--- src/rtl/psd_pkg.sv ---
// shared constants and defaults for the population standard deviation block
package psd_pkg;

    // work width of the final arithmetic (products wrap modulo 2^64)
    localparam int WORK_W = 64;
    // integer square root of a WORK_W value
    localparam int ROOT_W = WORK_W / 2;

    // fixed result field widths
    localparam int STD_W     = 16;
    localparam int COUNT_W   = 17;
    localparam int OUT_BITS  = STD_W + COUNT_W;
    localparam int OUT_TDATA_W = ((OUT_BITS + 7) / 8) * 8;

    // parameter defaults
    localparam int DEF_SAMPLE_BITS = 16;
    localparam int DEF_MAX_SAMPLES = 65536;

endpackage

--- src/rtl/psd_addsub.sv ---
// shared add/subtract unit used by every step of the final computation
module psd_addsub (
    input  logic [psd_pkg::WORK_W-1:0] i_a,
    input  logic [psd_pkg::WORK_W-1:0] i_b,
    input  logic                       i_sub,
    output logic [psd_pkg::WORK_W-1:0] o_sum,
    output logic                       o_carry
);

    logic [psd_pkg::WORK_W-1:0] b_op;
    logic [psd_pkg::WORK_W:0]   full;

    // on subtract, carry out high means a >= b
    assign b_op = i_sub ? ~i_b : i_b;
    assign full = {1'b0, i_a} + {1'b0, b_op} + {{psd_pkg::WORK_W{1'b0}}, i_sub};

    assign o_sum   = full[psd_pkg::WORK_W-1:0];
    assign o_carry = full[psd_pkg::WORK_W];

endmodule

--- src/rtl/population_std_dev.sv ---
// population standard deviation of a stream of signed samples
//
// usage:
//   input stream: one signed sample per request in s_axis tdata, tlast marks
//   the final sample of a set. samples are taken one per cycle while the block
//   is accumulating; count, sum and sum of squares are kept in registers.
//   past MAX_SAMPLES samples in a set, further samples are dropped and the
//   overflow flag of that set's result is raised.
//   output stream: one result request per set, tdata = {count, std_dev},
//   tuser = overflow. the result sits in an output register, so new samples
//   are taken while it waits for the receiver.
//   closing: after the final sample is taken, tready stays low through a
//   flush step for the last accumulate, CNT_W shift-add steps for n*sumsq,
//   SUM_W steps for sum^2, 32 square root steps and 32 divide steps, all on
//   one shared 64-bit adder; the result is written in the closing step.
//   throughput: one sample per cycle inside a set, plus the stall above per set.
//   stall: a result not yet taken holds the closing step of the next set.
//   reset: synchronous, active low; clears accumulators and both valids.
module population_std_dev #(
    parameter int SAMPLE_BITS = psd_pkg::DEF_SAMPLE_BITS,
    parameter int MAX_SAMPLES = psd_pkg::DEF_MAX_SAMPLES
) (
    input  logic                               i_clk,
    input  logic                               i_rst_n,
    // sample stream
    input  logic                               i_s_axis_tvalid,
    output logic                               o_s_axis_tready,
    // tdata: sample (SAMPLE_BITS, signed), zero padded to bytes
    input  logic [((SAMPLE_BITS+7)/8)*8-1:0]   i_s_axis_tdata,
    input  logic                               i_s_axis_tlast,   // is_last
    // result stream
    output logic                               o_m_axis_tvalid,
    input  logic                               i_m_axis_tready,
    // tdata: std_dev [15:0], sample_count [32:16], zero padding above
    output logic [psd_pkg::OUT_TDATA_W-1:0]    o_m_axis_tdata,
    output logic                               o_m_axis_tuser    // overflow
);

    // widths that follow from the parameters
    localparam int CNT_W  = $clog2(MAX_SAMPLES + 1);
    localparam int SUM_W  = SAMPLE_BITS + CNT_W;
    localparam int SQ_RAW = 2 * SAMPLE_BITS - 2 + CNT_W;
    localparam int SQ_W   = (SQ_RAW > psd_pkg::WORK_W) ? psd_pkg::WORK_W : SQ_RAW;
    localparam int CTR_W  = $clog2((SUM_W > psd_pkg::ROOT_W) ? SUM_W : psd_pkg::ROOT_W);
    localparam int WW     = psd_pkg::WORK_W;
    localparam int RW     = psd_pkg::ROOT_W;

    // sequencer states
    localparam logic [2:0] S_IDLE  = 3'd0;
    localparam logic [2:0] S_FLUSH = 3'd1;
    localparam logic [2:0] S_MUL1  = 3'd2;
    localparam logic [2:0] S_MUL2  = 3'd3;
    localparam logic [2:0] S_SQRT  = 3'd4;
    localparam logic [2:0] S_DIV   = 3'd5;
    localparam logic [2:0] S_DONE  = 3'd6;

    logic [2:0] r_state, n_state;

    // accumulators
    logic signed [SUM_W-1:0] r_sum;
    logic [SQ_W-1:0]         r_sumsq;
    logic [CNT_W-1:0]        r_tally;
    logic                    r_dropped;

    // input stage: square registered before it is accumulated
    logic                          r_p_valid;
    logic signed [SUM_W-1:0]       r_p_ext;
    logic [2*SAMPLE_BITS-1:0]      r_p_sq;

    // iteration registers
    logic [WW-1:0]    r_acc;
    logic [WW-1:0]    r_mcand;
    logic [SUM_W-1:0] r_mplier;
    logic [WW-1:0]    r_root;
    logic [WW-1:0]    r_bit;
    logic [CNT_W-1:0] r_rem;
    logic [RW-1:0]    r_quo;
    logic [CTR_W-1:0] r_cnt;

    // output register
    logic                          r_out_valid;
    logic [psd_pkg::STD_W-1:0]     r_out_std;
    logic [psd_pkg::COUNT_W-1:0]   r_out_count;
    logic                          r_out_ovf;

    // handshakes
    logic accept;
    logic out_take;
    logic out_load;

    // sample decode
    logic signed [SAMPLE_BITS-1:0] raw;
    logic [SAMPLE_BITS-1:0]        mag;
    logic                          room;

    // sum of squares including the sample still in the input stage
    logic [SQ_W-1:0] sumsq_next;

    // shared unit hookup
    logic [WW-1:0] alu_a;
    logic [WW-1:0] alu_b;
    logic          alu_sub;
    logic [WW-1:0] alu_sum;
    logic          alu_carry;

    // divide trial value and sum magnitude
    logic [CNT_W:0]   trial;
    logic [SUM_W-1:0] smag;
    logic             last_step;

    assign o_s_axis_tready = (r_state == S_IDLE);
    assign accept   = i_s_axis_tvalid && o_s_axis_tready;
    assign out_take = r_out_valid && i_m_axis_tready;
    assign out_load = (r_state == S_DONE) && (!r_out_valid || i_m_axis_tready);

    assign raw  = $signed(i_s_axis_tdata[SAMPLE_BITS-1:0]);
    assign mag  = raw[SAMPLE_BITS-1] ? (~raw + 1'b1) : raw;
    assign room = (r_tally < CNT_W'(MAX_SAMPLES));

    assign sumsq_next = r_p_valid ? (r_sumsq + SQ_W'(r_p_sq)) : r_sumsq;

    assign smag  = r_sum[SUM_W-1] ? SUM_W'(-r_sum) : SUM_W'(r_sum);
    assign trial = {r_rem, r_root[RW-1]};
    assign last_step = (r_cnt == '0);

    // operand selection for the shared adder
    always_comb begin
        alu_a   = r_acc;
        alu_b   = r_mplier[0] ? r_mcand : '0;
        alu_sub = 1'b0;
        case (r_state)
            S_MUL1: begin
                alu_sub = 1'b0;
            end
            S_MUL2: begin
                alu_sub = 1'b1;
            end
            S_SQRT: begin
                // root and bit never overlap, so root + bit is an or
                alu_b   = r_root | r_bit;
                alu_sub = 1'b1;
            end
            S_DIV: begin
                alu_a   = WW'(trial);
                alu_b   = WW'(r_tally);
                alu_sub = 1'b1;
            end
            default: begin
                alu_sub = 1'b0;
            end
        endcase
    end

    psd_addsub u_addsub (
        .i_a     (alu_a),
        .i_b     (alu_b),
        .i_sub   (alu_sub),
        .o_sum   (alu_sum),
        .o_carry (alu_carry)
    );

    // next state
    always_comb begin
        n_state = r_state;
        case (r_state)
            S_IDLE:  if (accept && i_s_axis_tlast) begin
                n_state = S_FLUSH;
            end
            S_FLUSH: n_state = S_MUL1;
            S_MUL1:  if (last_step) begin
                n_state = S_MUL2;
            end
            S_MUL2:  if (last_step) begin
                n_state = S_SQRT;
            end
            S_SQRT:  if (last_step) begin
                n_state = S_DIV;
            end
            S_DIV:   if (last_step) begin
                n_state = S_DONE;
            end
            S_DONE:  if (out_load) begin
                n_state = S_IDLE;
            end
            default: n_state = S_IDLE;
        endcase
    end

    // control state
    always_ff @(posedge i_clk) begin
        if (!i_rst_n) begin
            r_state     <= S_IDLE;
            r_p_valid   <= 1'b0;
            r_out_valid <= 1'b0;
            r_tally     <= '0;
            r_dropped   <= 1'b0;
            r_sum       <= '0;
            r_sumsq     <= '0;
        end else begin
            r_state   <= n_state;
            r_p_valid <= accept && room;

            // tally and drop decision at accept, adds in the next cycle
            if (out_load) begin
                r_tally   <= '0;
                r_dropped <= 1'b0;
            end else if (accept) begin
                if (room) begin
                    r_tally <= r_tally + 1'b1;
                end else begin
                    r_dropped <= 1'b1;
                end
            end

            if (out_load) begin
                r_sum   <= '0;
                r_sumsq <= '0;
            end else if (r_p_valid) begin
                r_sum   <= r_sum + r_p_ext;
                r_sumsq <= sumsq_next;
            end

            if (out_load) begin
                r_out_valid <= 1'b1;
            end else if (out_take) begin
                r_out_valid <= 1'b0;
            end
        end
    end

    // payload and iteration registers
    always_ff @(posedge i_clk) begin
        if (accept) begin
            r_p_ext <= SUM_W'(raw);
            r_p_sq  <= mag * mag;
        end

        r_cnt <= r_cnt - 1'b1;
        case (r_state)
            S_FLUSH: begin
                // n * sumsq: shift-add over the bits of n
                r_acc    <= '0;
                r_mcand  <= WW'(sumsq_next);
                r_mplier <= SUM_W'(r_tally);
                r_cnt    <= CTR_W'(CNT_W - 1);
            end
            S_MUL1: begin
                r_acc    <= alu_sum;
                r_mcand  <= r_mcand << 1;
                r_mplier <= r_mplier >> 1;
                if (last_step) begin
                    // then subtract sum^2, again by shift-add
                    r_mcand  <= WW'(smag);
                    r_mplier <= smag;
                    r_cnt    <= CTR_W'(SUM_W - 1);
                end
            end
            S_MUL2: begin
                r_acc    <= alu_sum;
                r_mcand  <= r_mcand << 1;
                r_mplier <= r_mplier >> 1;
                if (last_step) begin
                    r_root <= '0;
                    r_bit  <= WW'(1) << (WW - 2);
                    r_cnt  <= CTR_W'(RW - 1);
                end
            end
            S_SQRT: begin
                // restoring square root, two bits of radicand a step
                if (alu_carry) begin
                    r_acc  <= alu_sum;
                    r_root <= (r_root >> 1) | r_bit;
                end else begin
                    r_root <= r_root >> 1;
                end
                r_bit <= r_bit >> 2;
                if (last_step) begin
                    r_rem <= '0;
                    r_cnt <= CTR_W'(RW - 1);
                end
            end
            S_DIV: begin
                // restoring divide of the root by n, one quotient bit a step
                r_rem  <= alu_carry ? alu_sum[CNT_W-1:0] : trial[CNT_W-1:0];
                r_quo  <= {r_quo[RW-2:0], alu_carry};
                r_root <= r_root << 1;
            end
            default: begin
                r_acc <= r_acc;
            end
        endcase

        if (out_load) begin
            r_out_std   <= r_quo[psd_pkg::STD_W-1:0];
            r_out_count <= psd_pkg::COUNT_W'(r_tally);
            r_out_ovf   <= r_dropped;
        end
    end

    assign o_m_axis_tvalid = r_out_valid;
    assign o_m_axis_tdata  = psd_pkg::OUT_TDATA_W'({r_out_count, r_out_std});
    assign o_m_axis_tuser  = r_out_ovf;

    // a final sample closes the input until the result is written
    a_last_blocks: assert property (@(posedge i_clk) disable iff (!i_rst_n)
        (accept && i_s_axis_tlast) |=> !o_s_axis_tready)
        else $error("input still open after final sample");

    // the tally never passes the set limit
    a_tally_bound: assert property (@(posedge i_clk) disable iff (!i_rst_n)
        r_tally <= CNT_W'(MAX_SAMPLES))
        else $error("sample tally beyond limit");

    // writing a result clears the accumulators and raises the output valid
    a_close: assert property (@(posedge i_clk) disable iff (!i_rst_n)
        out_load |=> (o_m_axis_tvalid && (r_tally == '0) && !r_dropped))
        else $error("result written without clearing accumulators");

    // a pending add always comes from an accepted sample
    a_pipe_src: assert property (@(posedge i_clk) disable iff (!i_rst_n)
        r_p_valid |-> $past(accept))
        else $error("accumulate without accepted sample");

endmodule

--- config.mk ---
export PLATFORM = sky130hd
export DESIGN_NAME = population_std_dev
export DESIGN_NICKNAME = d
export VERILOG_FILES = /design/src/rtl/psd_pkg.sv /design/src/rtl/psd_addsub.sv /design/src/rtl/population_std_dev.sv
export SDC_FILE = /design/constraint.sdc
export NUM_CORES = 2
export LEC_CHECK = 0
export BUFFER_PORTS_ARGS = -buffer_cell sky130_fd_sc_hd__buf_2
export CAP_MARGIN = 10
export CELL_PAD_IN_SITES_DETAIL_PLACEMENT = 1
export CELL_PAD_IN_SITES_GLOBAL_PLACEMENT = 2
export CORE_ASPECT_RATIO = 0.8
export CORE_MARGIN = 2
export CORE_UTILIZATION = 37
export CTS_BUF_LIST = sky130_fd_sc_hd__clkbuf_4
export CTS_CLUSTER_SIZE = 25
export DETAILED_ROUTE_END_ITERATION = 10
export GPL_TIMING_DRIVEN = 0
export PLACE_DENSITY_LB_ADDON = 0.05
export REMOVE_ABC_BUFFERS = 1
export SLEW_MARGIN = 10
export SYNTH_ARGS = -nofsm -noshare
export SYNTH_HDL_FRONTEND = slang
export SYNTH_SLANG_ARGS = --single-unit
--- constraint.sdc ---
create_clock -name i_clk -period 13.8 [get_ports i_clk]
set_input_delay 1.38 -clock i_clk [delete_from_list [all_inputs] [get_ports i_clk]]
set_output_delay 1.38 -clock i_clk [all_outputs]
set_load 0.02 [all_outputs]
## Word-level counts from Yosys, hierarchy flattened

Cells that the tools add are included.

| storage, ports and cells | value |
|---|---|
| output and inout bits | 43 |
| input port bits | 21 |
| bits in registers | 513 |

| operators by class | value |
|---|---|
| bitwise operators | 6 |
| equality and inequality tests | 13 |
| multiply operators | 1 |
| $add $sub $neg | 8 |
| multiplexer cells | 34 |
| reduce and logical (&&, ||, !) cells | 26 |
| magnitude comparators | 1 |

Operators by type and width:

| kind | number |
|---|---|
| 64-bit one-hot mux with 3 select lines | 3 |
| 64-bit two-way mux | 8 |
| 64-bit one-hot mux with 2 select lines | 2 |
| 33-bit one-hot mux with 3 select lines | 1 |
| 33-bit two-way mux | 2 |
| 64-bit by 64-bit adder with 65-bit output | 1 |
| 65-bit by 1-bit adder with 65-bit output | 1 |
| 64-bit inverter | 1 |
| 63-bit by 64-bit bitwise OR with 64-bit output | 1 |
| 64-bit bitwise OR | 1 |
| 47-bit by 32-bit adder with 47-bit output | 1 |
| 47-bit two-way mux | 1 |
| 17-bit two-way mux | 2 |
| 17-bit one-hot mux with 2 select lines | 1 |
| 33-bit by 16-bit adder with 33-bit output | 1 |
| 33-bit negator | 1 |
| 16-bit by 16-bit multiplier with 32-bit output | 1 |
| 3-bit one-hot mux with 7 select lines | 1 |
| 3-bit two-way mux | 6 |
| 6-bit one-hot mux with 3 select lines | 1 |
| 17-bit by 1-bit adder with 17-bit output, second input constant | 1 |
| 17-bit less-than comparator, second input constant | 1 |
| 16-bit by 1-bit adder with 16-bit output, second input constant | 1 |
| 16-bit two-way mux | 1 |
| 21 further kinds | 48 |

## Longest topological paths before layout

| depth | value |
|---|---|
| depth after elaboration | 8 |
| mapped depth | 34 |
| depth with buffers taken out | 33 |

## Cells and area by module

Synthesis repeated with hierarchy kept, for this count alone.

| second synthesis, totals | value |
|---|---|
| cells, all modules | 3743 |
| area, all modules | 35819.4 µm² |

By module, submodules not included:

| module | seq. area each (µm²) | area each (µm²) | times used | cells an instance |
|---|---|---|---|---|
| population_std_dev | 13292.7 | 31300.0 | 1 | 3090 |
| psd_addsub | 0.0 | 4519.3 | 1 | 653 |

## Worst setup path after synthesis

Ideal clock, no wire load.

| path | value |
|---|---|
| path type | input-to-reg |
| start point | input port i_s_axis_tdata[0] |
| end point | register r_p_sq[31], data pin |
| data required time | 13.540 ns |
| stages | 31 |
| slack | 5.300 ns |
| arrival time | 8.240 ns |
| cells stage by stage | inv_1 -> clkbuf_1 -> ha_1 -> nand3b_1 -> o21ai_0 -> xor2_1 -> clkinv_1 -> nand2_1 -> inv_1 -> fa_1 -> inv_1 -> fa_1 -> inv_1 -> fa_1 -> fa_1 -> fa_1 -> inv_1 -> fa_1 -> inv_1 -> ha_1 -> a21o_1 -> a21o_1 -> a21oi_1 -> nand3b_1 -> a21o_1 -> nand2_1 -> a31o_2 -> o211a_1 -> o21bai_1 -> a21oi_1 -> xnor2_1 |

| on the way | value |
|---|---|
| cells in the longest elaborated chain, start to end | 4 |

RTL lines:

| what | RTL line | text |
|---|---|---|
| from (decl) | population_std_dev.sv:29 | `input logic [((SAMPLE_BITS+7)/8)*8-1:0] i_s_axis_tdata,` |
| 16-bit inverter | population_std_dev.sv:117 | `assign mag = raw[SAMPLE_BITS-1] ? (~raw + 1'b1) : raw;` |
| 16-bit by 1-bit adder with 16-bit output | population_std_dev.sv:117 |  |
| 16-bit two-way mux * | population_std_dev.sv:117 |  |
| 16-bit by 16-bit multiplier with 32-bit output * | population_std_dev.sv:235 | `r_p_sq <= mag * mag;` |
| to (signal assigned) | population_std_dev.sv:235 |  |
| to (decl) | population_std_dev.sv:68 | `logic [2*SAMPLE_BITS-1:0] r_p_sq;` |

Every way passes the cells marked *; elsewhere a longest branch is shown, timed or not.
A chain may end at the register's enable or synchronous reset.

## Worst setup path in the final report

| path | value |
|---|---|
| start point | input port i_s_axis_tdata[0] |
| end point | register r_p_sq[30], data pin |

Same word-level chain as after synthesis.

==> results.cfg <==
[power]
vdd_drop_max_mv = 0.349
p_leak_uw = 0.0166
total_power_uw = 8800
powerDensity_nw_per_um2 = 225

[finish]
multiInputGateArea_sq_um = 20300
utilization_pct = 41.4
drive_gt1_share_pct = 10.3
fill_cells = 10800
layout_commonest_cell = nand2_1
regArea_sq_um = 13300
final_cell_mix = nand2_1 (380), nor2_1 (370), edfxtp_1 (370)
syn_to_final_growth_pct = 11.4
layout.nets = 4193

[floorplanning]
coreArea_sq_um = 94500
die_height_microns = 280
start_util_pct = 37.1
dieArea_sq_um = 97400
num_io_pins = 64
die_w_microns = 348
row_count = 101

[worst_setup_path]
cp.arrival_ns = 10.39
worstPathMaxFanout = 16
startpoint_type = primary input
end_kind = flop
critical_path_required_ns = 14.46
path_class = primary input to flop

[global_routing]
gr-max-usage-layer = met2
track_usage_pct = 22.0
grt_max_degree = 59
use_met1_pct = 31.8
globalRouteMet2Util_pct = 34.7
grt_overflow = 0
grt_pass1_vias = 29000
grt_pass1_wl_mm = 168
antenna_found_initial = 3
grtUsageMet3_pct = 3.01

[clock_network]
cts_setup_buffers = 0
ctsResizeCount = 0
clock_path_buffers = 3
htreeDepth = 4
cts_root_buf = clkbuf_4
insertion_delay_ns = 0.98
path_clk_slew_ns = 0.07
cts_tree = yes
cts.sinks = 479
numCtsBuffers = 138
cts_hold_buf = 0

[placed_design]
dp_hpwl_mm = 80.8
port_buffers = 56
gp_congestion = 0.820

[synthesis]
yosysWarnings = 0
netlist_top_cells_area = edfxtp_1 (32%), fa_1 (9.5%), ha_1 (8.1%), dfxtp_1 (6.2%), nand2_1 (4.1%)
ys_seq_area_share_pct = 37.9
ys.flop_type = edfxtp_1
synth_edf_count = 370
synth_top_area_share_pct = 31.6
syn-cell-area_sq_um = 35100
postSynth.asyncResetShare_pct = 0
ys_types = 82
synth.ff_latch_count = 479
syn_inst = 3691
avgSynthCellArea_sq_um = 9.51
yosysTopAreaCell = edfxtp_1

[timing]
setup_viol = 0
worst_pin_slew_ns = 1.25
relSlewSlack_pct = 16.3
finalClockSkew_ns = 0.0842
fmax_ghz = 0.103
rsz0062_at_grt = no
layout_min_cycle_time_ns = 9.73
min_period_over_period_pct = 70.5
whs_ns = 0.419
slew_violations = 0
final_hold_viol_count = 0

[drt]
wl_per_cell_microns = 20.8
route.antenna.remaining_nets = 0
dr_total_vias = 27600
finalWirelength_mm = 107
drt-pass1-iter-count = 5
vias_per_cell = 5.37
remaining_drc_errors = 0
drt_first_iter_violations = 1336

[flow_run]
cap_violations = 0

[status]
outcome = complete, no violations

[min_path]
hold_class = flop to flop
## registers in the layout, indices dropped and copies added, names as in the netlist, 30 cells and up
| register | flops |
|---|---|
| r_sum | 33 |
| r_bit | 32 |
| r_mplier | 33 |
| r_root | 64 |
| r_mcand | 64 |
| r_p_sq | 30 |
| r_acc | 64 |
| r_sumsq | 47 |
## layer usage
metal / part of all wire, % / wire length (microns)
met1: 50 / 53600
met2: 45 / 48200
met3: 3.1 / 3330
met4: 1.4 / 1450
met5: 0 / 0
## cell families after synthesis
logic type / synth area share [%]
mux: 2.80
simple gates: 14.9
flops: 37.9
other cells: 0.0214
fa+ha+maj: 17.6
xor+xnor: 6.93
compound gates: 14.8
buf+inv: 5.04
## critical path: stages
cell and delay, ns:
buf_2 0.19, inv_1 0.52, ha_1 0.29, nand3b_1 0.12
nand2_1 0.15, nand2_1 0.09, nand2_1 0.09, xor2_1 0.85
clkinv_1 0.75, nand2_1 0.33, fa_1 0.45, inv_1 0.08
fa_1 0.43, fa_1 0.53, fa_1 0.53, fa_1 0.54
fa_1 0.50, ha_1 0.37, a21o_1 0.18, a21oi_1 0.20
o21bai_1 0.08, a21oi_1 0.42, o21ai_0 0.25, nand2_1 0.19
o2111ai_1 0.16, a31oi_1 0.31, o21ai_0 0.19, xor2_1 0.17
## final timing paths
kind	endpoint	depth (start not counted)	startpoint	slack, ns
max	r_p_sq[30]	28	i_s_axis_tdata[0]	4.07
min	r_out_std[15]	0	r_quo[15]	0.42
max reg2reg	r_acc[53]	18	r_state[2]	5.54
min reg2reg	r_out_std[15]	0	r_quo[15]	0.42
## cell usage after synthesis, drive strengths merged (101+ instances only)
library cell    n
nor2          375
a21o          101
ha            227
a21oi         241
nand2         383
o21ai         244
edfxtp        370
fa            167
inv           288
clkbuf        132
xnor2         159
xor2          119
dfxtp         109
and2          109
## per-stage QoR
step	setup WS, ns	std cells	setup TNS [ns]	instance area, sq um
CTS	4.10	5126	0	39100
floorplan	3.93	3547	0	34500
detailed placement	3.10	4874	0	37200
global route	3.57	5131	0	39100
global placement	-4.12	4839	-350.23	36300
finish	4.07	5132	0	39100
## area by class of cell
cell class | instances | share of cell area, %
Tap cell | 1236 | 3.95
Inverter | 294 | 2.83
Timing Repair Buffer | 91 | 2.54
Clock buffer | 225 | 4.32
Sequential cell | 479 | 34.0
Clock inverter | 27 | 0.445
Multi-Input combinational cell | 2774 | 51.9
Antenna cell | 6 | 0.0384
## where the power goes
part	switching (uW)	internal, uW	total (uW)
combinational	3160	2190	5350
sequential	95.9	1920	2010
clock	664	774	1440
Power figures use the tool's default switching activity.
